File: src/rtl/skt_pkg.sv
// Shared types, codes and defaults for the sorted key table.
package skt_pkg;

  localparam int TABLE_DEPTH_DEF = 64;

  localparam int KEY_W  = 20;
  localparam int DUR_W  = 19;
  localparam int LANG_W = 14;
  localparam int LET_W  = 8;
  localparam int NUM_W  = 14;
  localparam int STS_W  = 2;
  localparam int POS_W  = 6;

  localparam logic OP_INSERT = 1'b0;
  localparam logic OP_LOOKUP = 1'b1;

  localparam logic [STS_W-1:0] STATUS_OK        = 2'd0;
  localparam logic [STS_W-1:0] STATUS_NOT_FOUND = 2'd1;
  localparam logic [STS_W-1:0] STATUS_FULL      = 2'd2;

  typedef struct packed {
    logic              op;
    logic [KEY_W-1:0]  key;
    logic [DUR_W-1:0]  duration;
    logic [LANG_W-1:0] language;
    logic [LET_W-1:0]  category_letter;
    logic [NUM_W-1:0]  category_number;
  } in_t;

  typedef struct packed {
    logic [STS_W-1:0]  status;
    logic [POS_W-1:0]  position;
    logic [DUR_W-1:0]  found_duration;
    logic [LANG_W-1:0] found_language;
    logic [LET_W-1:0]  found_letter;
    logic [NUM_W-1:0]  found_number;
  } out_t;

  // one stored record
  typedef struct packed {
    logic [KEY_W-1:0]  key;
    logic [DUR_W-1:0]  duration;
    logic [LANG_W-1:0] language;
    logic [LET_W-1:0]  letter;
    logic [NUM_W-1:0]  number;
  } rec_t;

  typedef enum logic [1:0] {
    EM_INSERT = 2'd0,
    EM_FOUND  = 2'd1,
    EM_MISS   = 2'd2,
    EM_FULL   = 2'd3
  } emit_t;

  typedef struct packed {
    logic  load;
    logic  rd_prev;
    logic  rd_prev2;
    logic  rd_mid;
    logic  shift;
    logic  put;
    logic  go_right;
    logic  go_left;
    logic  emit;
    emit_t emit_kind;
  } cmd_t;

  typedef struct packed {
    logic op_lookup;
    logic full;
    logic slot_zero;
    logic slot_one;
    logic key_lt;
    logic key_eq;
    logic range_empty;
  } sts_t;

endpackage

File: src/rtl/skt_ctrl.sv
// Sequencer for ordered insert and binary-search lookup.
module skt_ctrl (
  input  logic          clk,
  input  logic          rst_n,
  input  logic          start,
  input  skt_pkg::sts_t sts,
  output logic          busy,
  output skt_pkg::cmd_t cmd
);
  import skt_pkg::*;

  typedef enum logic [5:0] {
    S_IDLE   = 6'b000001,
    S_DECIDE = 6'b000010,
    S_INS    = 6'b000100,
    S_PUT    = 6'b001000,
    S_SRCH   = 6'b010000,
    S_SCMP   = 6'b100000
  } state_t;

  state_t state_r, state_nxt;

  always_comb begin
    state_nxt = state_r;
    cmd       = '0;
    unique case (state_r)
      S_IDLE: begin
        if (start) begin
          cmd.load  = 1'b1;
          state_nxt = S_DECIDE;
        end
      end
      S_DECIDE: begin
        if (sts.op_lookup) begin
          state_nxt = S_SRCH;
        end else if (sts.full) begin
          cmd.emit      = 1'b1;
          cmd.emit_kind = EM_FULL;
          state_nxt     = S_IDLE;
        end else if (sts.slot_zero) begin
          cmd.put       = 1'b1;
          cmd.emit      = 1'b1;
          cmd.emit_kind = EM_INSERT;
          state_nxt     = S_IDLE;
        end else begin
          cmd.rd_prev = 1'b1;
          state_nxt   = S_INS;
        end
      end
      S_INS: begin
        // read data holds the entry just below the current slot
        if (sts.key_lt) begin
          cmd.shift = 1'b1;
          if (sts.slot_one) begin
            state_nxt = S_PUT;
          end else begin
            cmd.rd_prev2 = 1'b1;
          end
        end else begin
          cmd.put       = 1'b1;
          cmd.emit      = 1'b1;
          cmd.emit_kind = EM_INSERT;
          state_nxt     = S_IDLE;
        end
      end
      S_PUT: begin
        cmd.put       = 1'b1;
        cmd.emit      = 1'b1;
        cmd.emit_kind = EM_INSERT;
        state_nxt     = S_IDLE;
      end
      S_SRCH: begin
        if (sts.range_empty) begin
          cmd.emit      = 1'b1;
          cmd.emit_kind = EM_MISS;
          state_nxt     = S_IDLE;
        end else begin
          cmd.rd_mid = 1'b1;
          state_nxt  = S_SCMP;
        end
      end
      S_SCMP: begin
        if (sts.key_eq) begin
          cmd.emit      = 1'b1;
          cmd.emit_kind = EM_FOUND;
          state_nxt     = S_IDLE;
        end else begin
          if (sts.key_lt) begin
            cmd.go_left = 1'b1;
          end else begin
            cmd.go_right = 1'b1;
          end
          state_nxt = S_SRCH;
        end
      end
      default: begin
        state_nxt = S_IDLE;
      end
    endcase
  end

  always_ff @(posedge clk) begin
    if (!rst_n) begin
      state_r <= S_IDLE;
    end else begin
      state_r <= state_nxt;
    end
  end

  assign busy = (state_r != S_IDLE);

  a_shift_then_read: assert property (@(posedge clk) disable iff (!rst_n)
    (cmd.shift && !sts.slot_one) |-> cmd.rd_prev2)
    else $error("shift without follow-on read");

  a_emit_idle: assert property (@(posedge clk) disable iff (!rst_n)
    cmd.emit |=> (state_r == S_IDLE))
    else $error("emit did not end the item");

  a_load_idle: assert property (@(posedge clk) disable iff (!rst_n)
    cmd.load |-> !busy)
    else $error("load while busy");

endmodule

File: config.mk
export PLATFORM = sky130hd
export DESIGN_NAME = skt_ctrl
export DESIGN_NICKNAME = d
export VERILOG_FILES = /design/src/rtl/skt_pkg.sv /design/src/rtl/skt_ctrl.sv
export SDC_FILE = /design/constraint.sdc
export NUM_CORES = 1
export LEC_CHECK = 0
export ABC_CLOCK_PERIOD_IN_PS = 3300
export BUFFER_PORTS_ARGS = -buffer_cell sky130_fd_sc_hd__buf_2
export CORE_AREA = 4 4 41 43
export CTS_BUF_LIST = sky130_fd_sc_hd__clkbuf_8
export DETAILED_ROUTE_END_ITERATION = 6
export DIE_AREA = 0 0 45 47
export SLEW_MARGIN = 10
export SYNTH_ARGS = -nofsm -noshare
export SYNTH_HDL_FRONTEND = slang
export SYNTH_SLANG_ARGS = --single-unit
File: constraint.sdc
create_clock -name clk -period 3.3 [get_ports clk]
set_input_delay 0.66 -clock clk [delete_from_list [all_inputs] [get_ports clk]]
set_output_delay 0.66 -clock clk [all_outputs]
set_load 0.02 [all_outputs]
Word level (Yosys, flattened, before mapping)
Index checks and enable logic that the tools add are counted.
Storage, ports and cells
  register bits: 6
  bits of input ports: 10
  output and inout bits: 12
  word-level logic and storage cells: 47
Operators by class
  equal/unequal tests: 9
  multiplexer cells: 36
  reduce and logical (&&, ||, !) cells: 1
Operators with widths (number)
  2-to-1 mux 6 bit: 6
  one-hot mux 6 bit (5 select lines): 1
  2-to-1 mux 3 bit: 7
  2-to-1 mux 1 bit: 17
  one-hot mux 3 bit (5 select lines): 1
  == test 6 x 1 -> 1 bit (second input constant): 1
  == test 6 x 2 -> 1 bit (second input constant): 1
  == test 6 x 3 -> 1 bit (second input constant): 1
  == test 6 x 4 -> 1 bit (second input constant): 1
  == test 6 x 5 -> 1 bit (second input constant): 1
  == test 6 bit (second input constant): 1
  inequality test 6 x 1 -> 1 bit (second input constant): 1
  2-to-1 mux 5 bit: 1
  2-to-1 mux 2 bit: 2
  inequality test 3 bit (second input constant): 1
  one-hot mux 1 bit (3 select lines): 1
  inequality test 2 bit (second input constant): 1
  AND reduction 2 bit: 1

Logic depth before layout (Yosys ltp)
Gate-level depths: netlist of the first run.
  depth after elaboration: 4
  gate-level depth with buffers: 4
  gate-level depth less buffers: 4

Worst setup path before layout of the first run
No wires, ideal clock.
  path type: flip-flop to output port
  start: register state_r[3]
  end: output cmd[5] (netlist bit)
  data arrival time: 1477 ps
  data required time: 2640 ps
  setup slack: 1163 ps
  stages on the path, launching flop included: 4
  buffers on the path: 0
  cells stage by stage: dfxtp_1 nor4_4 nand3_1 o311ai_1
RTL lines
  from (decl): RTL line skt_ctrl.sv:21  | state_t state_r, state_nxt;
  from (signal assigned): RTL line skt_ctrl.sv:106  | state_r <= state_nxt;
  to (decl): RTL line skt_ctrl.sv:8  | output skt_pkg::cmd_t cmd

==> results.toml, run 1 <==
[final_layout]
layout-drive-gt1-share_pct = 42.67
n_antenna_cell = 0
area_growth_pct = 38.26
largest_reg_flops = 6
layout.nets = 87
reg_top3 = "state_r: 6 flops"
largest-register = "state_r"

[yosys]
synth_top_cell_by_area = "dfxtp_1"
yosys_warnings = 0
synth-main-ff-cell = "dfxtp_1"
async_flop_share_pct = 0
syn-num-nets = 61
yosysSeqAreaShare_pct = 27.83
synth_top_cell_area_share_pct = 27.83
ys_top_cells_by_count = "6 x dfxtp_1, 6 x nand2_1, 4 x nand3_1"
netlist_top_cells_area = "dfxtp_1 28%, nand2_1 5.2%, nor4_4 4.9%"
synth-edff-count = 0
synthesis.instances = 51
synth_cell_type_count = 28
syn_area_per_cell_um2 = 8.464
synth_area_um2 = 431.7
synth_seq_cells = 6

[place]
io_buffer_count = 21
hpwl_um = 900.5
gp_congestion = 0.7700
dpl_worst_slack_ns = 1.217

[critical_path]
startpoint_type = "register"
path_max_fanout = 7
path_class = "reg2out"
end_kind = "primary output"
crit_arrival_ns = 1.66
critPathRequiredTime_ns = 2.64

[clock_tree]
hold_buffers = 0
root_buffer = "clkbuf_8"
cts_setup_buffers = 0
htreeDepth = 1
cts_tree = "yes"
cts_buffers = 3
cts_resized = 0
path_clk_slew_ns = 0.04
clk_latency_ns = 0.22
cts_sinks = 6
clock_path_buffers = 2

[sta]
setup_viol = 0
slew_headroom_pct = 74.45
layout_setup_ws_ns = 0.9779
tns_ns = 0
hold_violations = 0
fin_skew_ns = 0.003133
rsz0062_at_grt = "no"
worst_pin_slew_ns = 0.3804
max_freq_mhz = 430.7
period_minus_slack_ns = 2.322
fin_crit_sh_pct = 70.37
drv_slew = 0

[global_route]
overflow = 0
grt_pass1_wl_um = 1814
grt_pass1_vias = 444
antenna_found_initial = 0
grt_max_degree = 8
grt_usage_pct = 12.40

[floorplan]
dieArea_mm2 = 0.002115
rows = 13
die_h_um = 47
die_w_um = 45
num_io_pins = 22
start_util_pct = 33.17
fp.coreArea_mm2 = 0.001301

[routing]
vias = 480
drt_iter0_drc = 6
routed_via_density = 5.333
drtAntennaViolNets = 0
dr.pass1.iters = 3
totalWireLength_um = 1121
drc = 0
wl_per_cell_um = 12.46

[power]
p_per_area_mw_per_mm2 = 390.0
peakVddDrop_v = 0.0004390
cellLeakagePower_nw = 0.2917

[outcome]
status = "finished, final reports clean"

[run]
maxCapViolations = 0

[worst_hold_path]
hold_path.class = "reg2reg"
-- cell families after synthesis --
logic type | count (synthesis) | share of synthesized area (%)
AOI/OAI and AO/OA | 8 | 13.04
buffers and inverters | 2 | 1.740
DFF | 6 | 27.83
and+or+nand+nor | 35 | 57.40
-- worst max-delay path, cell delays in order, from the launching register on --
cell and delay [ns]:
dfxtp_1 0.38, nor4_4 0.43, nand3_1 0.17, o311ai_1 0.25
buf_2 0.21
-- through the flow --
step / instances / util, % / hold WS [ns] / instance area [um^2] / power [W]
after floorplan: 51 / - / 0.5662 / 431.7 / 0.0001063
after global placement: 87 / 42.69 / 0.6374 / 555.5 / 0.0001229
after detailed placement: 87 / 42.69 / 0.6215 / 555.5 / 0.0001227
after CTS: 90 / 45.87 / 0.6280 / 596.8 / 0.0002366
after global routing: 90 / 45.87 / 0.6708 / 596.8 / 0.0002483
final: 90 / 45.87 / 0.6235 / 596.8 / 0.0002327
-- power by group --
part / internal [W] / leakage [nW] / total (W) / switching (W)
sequential: 0.0000757 / 0.0488 / 0.0000805 / 0.00000482
combinational: 0.0000174 / 0.221 / 0.0000413 / 0.0000240
clock: 0.0000784 / 0.0216 / 0.000111 / 0.0000324
total: 0.000171 / 0.292 / 0.000233 / 0.0000612
-- area by class of cell --
| cell class | instances | area [um^2] |
|---|---|---|
| clock buffer | 3 | 41.29 |
| sequential | 6 | 120.1 |
| fill | 140 | 704.4 |
| timing repair buffer | 21 | 105.1 |
| tap | 15 | 18.77 |
| inverter | 2 | 7.507 |
| multi-input combinational | 43 | 304.0 |
-- layer usage --
metal	vias up	track usage, %	wire [um]
li1	245	-	-
met1	218	12.95	494
met2	17	20.34	548
met3	0	6.130	78
met4	0	7.018	0
met5	-	0	0
-- worst paths after layout --
kind | startpoint | end | slack (ns) | cells past startpoint
max | state_r[4]$_SDFFE_PN0P_ | cmd[5] | 0.98 | 4
min | state_r[3]$_SDFFE_PN0P_ | state_r[0]$_SDFFE_PN1P_ | 0.62 | 1
max reg2reg | state_r[1]$_SDFFE_PN0P_ | state_r[3]$_SDFFE_PN0P_ | 1.89 | 4
min reg2reg | state_r[3]$_SDFFE_PN0P_ | state_r[0]$_SDFFE_PN1P_ | 0.62 | 1
-- placed cells by master, fill, tap and decap left out, types with 2 or more instances in the layout --
cell type and count:
and2_1 3, buf_2 21, o21a_1 2, nand3_1 4, dfxtp_1 6, o21ai_0 3
nand4b_1 2, nor3_1 2, inv_1 2, clkbuf_8 3, nand2_1 6, nor2b_1 3
No activity file was read; power rests on OpenSTA's default activity.
==> run 2: changes to the inputs <==
--- a/config.mk
+++ b/config.mk
@@ -5,12 +5,14 @@
 export SDC_FILE = /design/constraint.sdc
 export NUM_CORES = 1
 export LEC_CHECK = 0
-export ABC_CLOCK_PERIOD_IN_PS = 3300
+export ABC_AREA = 1
+export ABC_CLOCK_PERIOD_IN_PS = 2360
 export BUFFER_PORTS_ARGS = -buffer_cell sky130_fd_sc_hd__buf_2
 export CORE_AREA = 4 4 41 43
 export CTS_BUF_LIST = sky130_fd_sc_hd__clkbuf_8
 export DETAILED_ROUTE_END_ITERATION = 6
 export DIE_AREA = 0 0 45 47
+export PLACE_DENSITY = 0.65
 export SLEW_MARGIN = 10
 export SYNTH_ARGS = -nofsm -noshare
 export SYNTH_HDL_FRONTEND = slang
==> constraint.sdc (replaced) <==
create_clock -name clk -period 2.36 [get_ports clk]
set_input_delay 0.472 -clock clk [delete_from_list [all_inputs] [get_ports clk]]
set_output_delay 0.472 -clock clk [all_outputs]
set_load 0.02 [all_outputs]
==> run 2 against run 1 <==
- setup slack worse by 0.46 ns
- via count is 17% higher
- area after synthesis is 14% higher
- total power is 44% higher
- critical path depth is 2 higher
- core utilization is 4.7 points higher
- count of clock-buffer cells in the layout stayed put
- sequential power is 39% higher
- first-iteration DRC count grew to 2.7 times the previous value
==> results.toml, run 2 <==
[final_layout]
final_common_cell = "buf_2"
final_cell_mix = "21 x buf_2, 16 x nor2_1, 13 x inv_1, 12 x nand2_1, 6 x dfxtp_1"
layout-drive-gt1-share_pct = 38.24
largest-register = "state_r"
area_growth_pct = 33.50
n_antenna_cell = 0
layout.nets = 114
largest_reg_flops = 6
reg_top3 = "state_r: 6 flops"
fill_cells = 146
finalNonFillerCells = 117

[yosys]
synth-compound-area-share_pct = 6.345
synth_top_family_by_area = "simple AND/OR/NAND/NOR gates"
yosysMostFrequentCell = "nor2_1"
synth_seq_cells = 6
synth-main-ff-cell = "dfxtp_1"
synth_xor_area_share_pct = 0
yosys_warnings = 0
syn_area_per_cell_um2 = 6.320
ys_top_cells_by_count = "16 x nor2_1, 13 x inv_1, 12 x nand2_1, 6 x dfxtp_1"
synth-edff-count = 0
yosysSeqAreaShare_pct = 24.37
synthesis.instances = 78
synth_cell_type_count = 17
syn-num-nets = 88
synth_top_cell_by_area = "dfxtp_1"
netlist_top_cells_area = "dfxtp_1 24%, nor2_1 12%, inv_1 9.9%"
synth_area_um2 = 493.0
synthMuxAreaShare_pct = 0
synth_top_cell_area_share_pct = 24.37
synth-simple-area-share_pct = 58.63
synth_fa_ha_area_share_pct = 0
async_flop_share_pct = 0

[floorplan]
start_util_pct = 37.88
dieArea_mm2 = 0.002115
rows = 13
die_w_um = 45
fp.coreArea_mm2 = 0.001301
die_h_um = 47
num_io_pins = 22

[routing]
drt_iter0_drc = 16
drc = 0
dr.pass1.iters = 4
drtAntennaViolNets = 0
wl_met1_um = 596
routed_via_density = 4.786
wl_met2_um = 505
totalWireLength_um = 1260
wl_per_cell_um = 10.77
vias = 560
highest_layer = "met4"
met3_length_um = 120

[sta]
period_minus_slack_ns = 1.838
worst_pin_slew_ns = 0.2619
drv_slew = 0
slew_headroom_pct = 82.52
layout_setup_ws_ns = 0.5217
hold_violations = 0
max_freq_mhz = 544.0
fin_skew_ns = 0.003188
tns_ns = 0
rsz0062_at_grt = "no"
setup_viol = 0
fin_crit_sh_pct = 77.90

[place]
placed_cells = 114
gp_congestion = 0.8949
io_buffer_count = 21
dpl_worst_slack_ns = 0.7638
hpwl_um = 1047

[global_route]
grt_max_degree = 8
grt_pass1_wl_um = 2083
grt_pass1_vias = 500
overflow = 0
grt_usage_pct = 14.24
antenna_found_initial = 0

[clock_tree]
hold_buffers = 0
cts_buffers = 3
cts_sinks = 6
clock_path_buffers = 2
cts_setup_buffers = 0
htreeDepth = 1
cts_tree = "yes"
clk_latency_ns = 0.23
cts_resized = 0
path_clk_slew_ns = 0.04
root_buffer = "clkbuf_8"

[critical_path]
startpoint_type = "register"
end_kind = "primary output"
critPathRequiredTime_ns = 1.89
cpPeakStageDelay_ns = 0.32
path_max_fanout = 5
path_cells = "nor2_2 > nand3_2 > nor2_4 > nand2_1 > inv_1 > buf_2"
path_class = "reg2out"
worst_path_max_delay_cell = "dfxtp_1"
crit_arrival_ns = 1.37

[worst_hold_path]
hold_path.class = "in2reg"

[power]
cellLeakagePower_nw = 0.3733
p_per_area_mw_per_mm2 = 508.1
peakVddDrop_v = 0.0003707

[outcome]
status = "finished, final reports clean"

[run]
maxCapViolations = 0
## run 2: logic make-up after synthesis
kind of cell	Yosys count
compound gates	5
buf+inv	14
flops	6
simple gates	53
## run 2: power by group
group	switching, W	total, W	leakage [nW]	internal (W)
clock	0.0000502	0.000160	0.0216	0.000110
sequential	0.00000620	0.000112	0.0488	0.000106
combinational	0.0000402	0.0000621	0.303	0.0000220
total	0.0000965	0.000334	0.373	0.000238
## run 2: routing by layer
metal	GRT usage [%]	up-vias
met5	0	-
met4	12.28	0
met3	3.448	5
met2	21.19	24
met1	17.12	231
li1	-	300
## run 2: critical path: cells and delay by family, from the launching register on
family        cells  cell delay (ns)
flops             1             0.32
buf+inv           2             0.21
simple gates      4             0.61
## run 2: final timing paths
| path | end | cells after the start | slack [ns] | startpoint |
|---|---|---|---|---|
| worst min register to register | state_r[5]$_SDFFE_PN0P_ | 4 | 0.62 | state_r[4]$_SDFFE_PN0P_ |
| worst max-delay path | cmd[9] | 6 | 0.52 | state_r[2]$_SDFFE_PN0P_ |
| worst max register to register | state_r[0]$_SDFFE_PN1P_ | 7 | 1.22 | state_r[0]$_SDFFE_PN1P_ |
| worst min-delay path | state_r[5]$_SDFFE_PN0P_ | 2 | 0.44 | sts[0] |
## run 2: area by class of cell
type / count / area [um^2] / area share [%]
Clock buffer: 3 / 41.29 / 6.274
Sequential cell: 6 / 120.1 / 18.25
Timing Repair Buffer: 21 / 105.1 / 15.97
Multi-Input combinational cell: 58 / 320.3 / 48.67
Inverter: 14 / 52.55 / 7.985
Tap cell: 15 / 18.77 / 2.852
## run 2: per-stage QoR
stage,area (um^2),hold WS (ns),total power [W],util (%)
after floorplan,493.0,0.5501,0.0001536,-
after global placement,616.8,0.6094,0.0001759,47.40
after detailed placement,616.8,0.6110,0.0001761,47.40
after CTS,658.1,0.4412,0.0003383,50.58
after global routing,658.1,0.4386,0.0003528,50.58
final,658.1,0.4448,0.0003344,50.58
==> run 3: changes to the inputs <==
--- a/config.mk
+++ b/config.mk
@@ -6,13 +6,13 @@
 export NUM_CORES = 1
 export LEC_CHECK = 0
 export ABC_AREA = 1
-export ABC_CLOCK_PERIOD_IN_PS = 2360
+export ABC_CLOCK_PERIOD_IN_PS = 1530
 export BUFFER_PORTS_ARGS = -buffer_cell sky130_fd_sc_hd__buf_2
 export CORE_AREA = 4 4 41 43
 export CTS_BUF_LIST = sky130_fd_sc_hd__clkbuf_8
 export DETAILED_ROUTE_END_ITERATION = 6
 export DIE_AREA = 0 0 45 47
-export PLACE_DENSITY = 0.65
+export PLACE_DENSITY = 0.68
 export SLEW_MARGIN = 10
 export SYNTH_ARGS = -nofsm -noshare
 export SYNTH_HDL_FRONTEND = slang
==> constraint.sdc (replaced) <==
create_clock -name clk -period 1.53 [get_ports clk]
set_input_delay 0.306 -clock clk [delete_from_list [all_inputs] [get_ports clk]]
set_output_delay 0.306 -clock clk [all_outputs]
set_load 0.02 [all_outputs]
==> run 3 against run 2 <==
- the run now ends with setup timing left
- count of clock-buffer cells in the layout unchanged
- critical path depth unchanged
- first-iteration DRC count up 25%
- final cell count up 4.3%
- hold slack worse by 0.17 ns
- register-to-register slack worse by 0.91 ns
- largest power group unchanged
==> results.toml, run 3 (synthesis results as in run 2) <==
[place]
gp_congestion = 0.7443
dpl_worst_slack_ns = 0.07337
io_buffer_count = 21
hpwl_um = 1029

[routing]
totalWireLength_um = 1456
wl_per_cell_um = 11.93
drt_iter0_drc = 20
routed_via_density = 4.992
drc = 0
drtAntennaViolNets = 0
dr.pass1.iters = 4
vias = 609

[final_layout]
fill_cells = 129
largest-register = "state_r"
layout.nets = 119
final_cell_mix = "10 x nor2_1, 10 x nand2_1, 9 x inv_1, 9 x buf_2, 9 x buf_4"
regArea_um2 = 130.1
multiInputGateArea_um2 = 377.9
area_growth_pct = 67.01
layout-drive-gt1-share_pct = 60.75
n_antenna_cell = 0
reg_top3 = "state_r: 6 flops"
largest_reg_flops = 6

[clock_tree]
htreeDepth = 1
hold_buffers = 0
cts_buffers = 3
path_clk_slew_ns = 0.03
clock_path_buffers = 2
cts_sinks = 6
root_buffer = "clkbuf_8"
cts_tree = "yes"
clk_latency_ns = 0.22

[floorplan]
die_w_um = 45
num_io_pins = 22
fp.coreArea_mm2 = 0.001301
start_util_pct = 37.88
dieArea_mm2 = 0.002115
rows = 13
die_h_um = 47

[critical_path]
path_class = "reg2out"
path_max_fanout = 6
startpoint_type = "register"
critPathRequiredTime_ns = 1.22
end_kind = "primary output"
crit_arrival_ns = 1.31
rrSetupSlack_ns = 0.31

[sta]
period_minus_slack_ns = 1.612
setup_viol = 9
drv_slew = 0
worst_pin_slew_ns = 0.2307
fin_skew_ns = 0.001208
hold_slack_ns = 0.2767
tns_ns = -0.4885
layout_setup_ws_ns = -0.08196
fin_crit_sh_pct = 105.4
max_freq_mhz = 620.4
slew_headroom_pct = 84.61
hold_violations = 0
rsz0062_at_grt = "yes"

[global_route]
overflow = 0
antenna_found_initial = 0
grt_pass1_vias = 563
grt_usage_pct = 14.86
grt_max_degree = 7
grt_pass1_wl_um = 2214

[power]
p_per_area_mw_per_mm2 = 632.5
peakVddDrop_v = 0.0004619
power_frac_seq_pct = 33.6
cellLeakagePower_nw = 0.3988
power_w = 0.0005207
p_sw_w = 0.0001411
switching_share_pct = 27.10
pwr-share-clk_pct = 43.8
internal_power_w = 0.0003796
combPwrFrac_pct = 22.6

[outcome]
status = "finished, violations left"
violations = "setup timing"

[worst_hold_path]
hold_path.class = "in2reg"

[run]
maxCapViolations = 0
==> run 3: critical path, stage by stage (launching register included) <==
cell and delay, ns:
dfxtp_2 0.34, nor2_4 0.21, nand3_4 0.11, nor2_4 0.16, nand2_2 0.09, inv_2 0.06, buf_6 0.10
==> run 3: layout make-up <==
type	instances	share of cell area [%]
sequential	6	15.81
multi-input combinational	58	45.90
timing repair buffer	26	24.62
inverter	14	6.383
tap	15	2.280
clock buffer	3	5.015
==> run 3: routing by layer <==
metal / up-vias / track usage, % / wire length [um]
li1: 305 / - / -
met1: 277 / 16.86 / 576
met2: 23 / 24.01 / 746
met3: 4 / 1.533 / 100
met4: 0 / 14.62 / 32
met5: - / 0 / 0
==> run 3: path summary, 6_finish.rpt <==
path,from,endpoint,cells past startpoint
max,state_r[0]$_SDFFE_PN1P_,cmd[8],6
min,sts[0],state_r[5]$_SDFFE_PN0P_,2
max reg2reg,state_r[5]$_SDFFE_PN0P_,state_r[0]$_SDFFE_PN1P_,7
min reg2reg,state_r[1]$_SDFFE_PN0P_,state_r[5]$_SDFFE_PN0P_,3
==> run 3: what timing repair did <==
action / in CTS / in global routing
endpoints found under the setup margin: 11 / 12
gates resized for setup: 28 / 18
cloned: 0 / 0
pin swaps: 3 / 2
buffers inserted: 3 / 2
==> run 3: per-stage QoR <==
stage	std cells	util, %	instance area [um^2]
final	122	63.27	823.3
after floorplan	78	-	493.0
after global routing	122	63.27	823.3
after CTS	120	58.08	755.7
after detailed placement	114	47.40	616.8
after global placement	114	47.40	616.8
==> run 3: power groups by stage <==
stage | clock, W | sequential (W) | combinational (W)
after global routing | 0.000242 | 0.000176 | 0.000129
after floorplan | 0 | 0.000174 | 0.0000631
after CTS | 0.000237 | 0.000175 | 0.000105
final | 0.000228 | 0.000175 | 0.000118
after global placement | 0 | 0.000175 | 0.0000944
after detailed placement | 0 | 0.000175 | 0.0000950
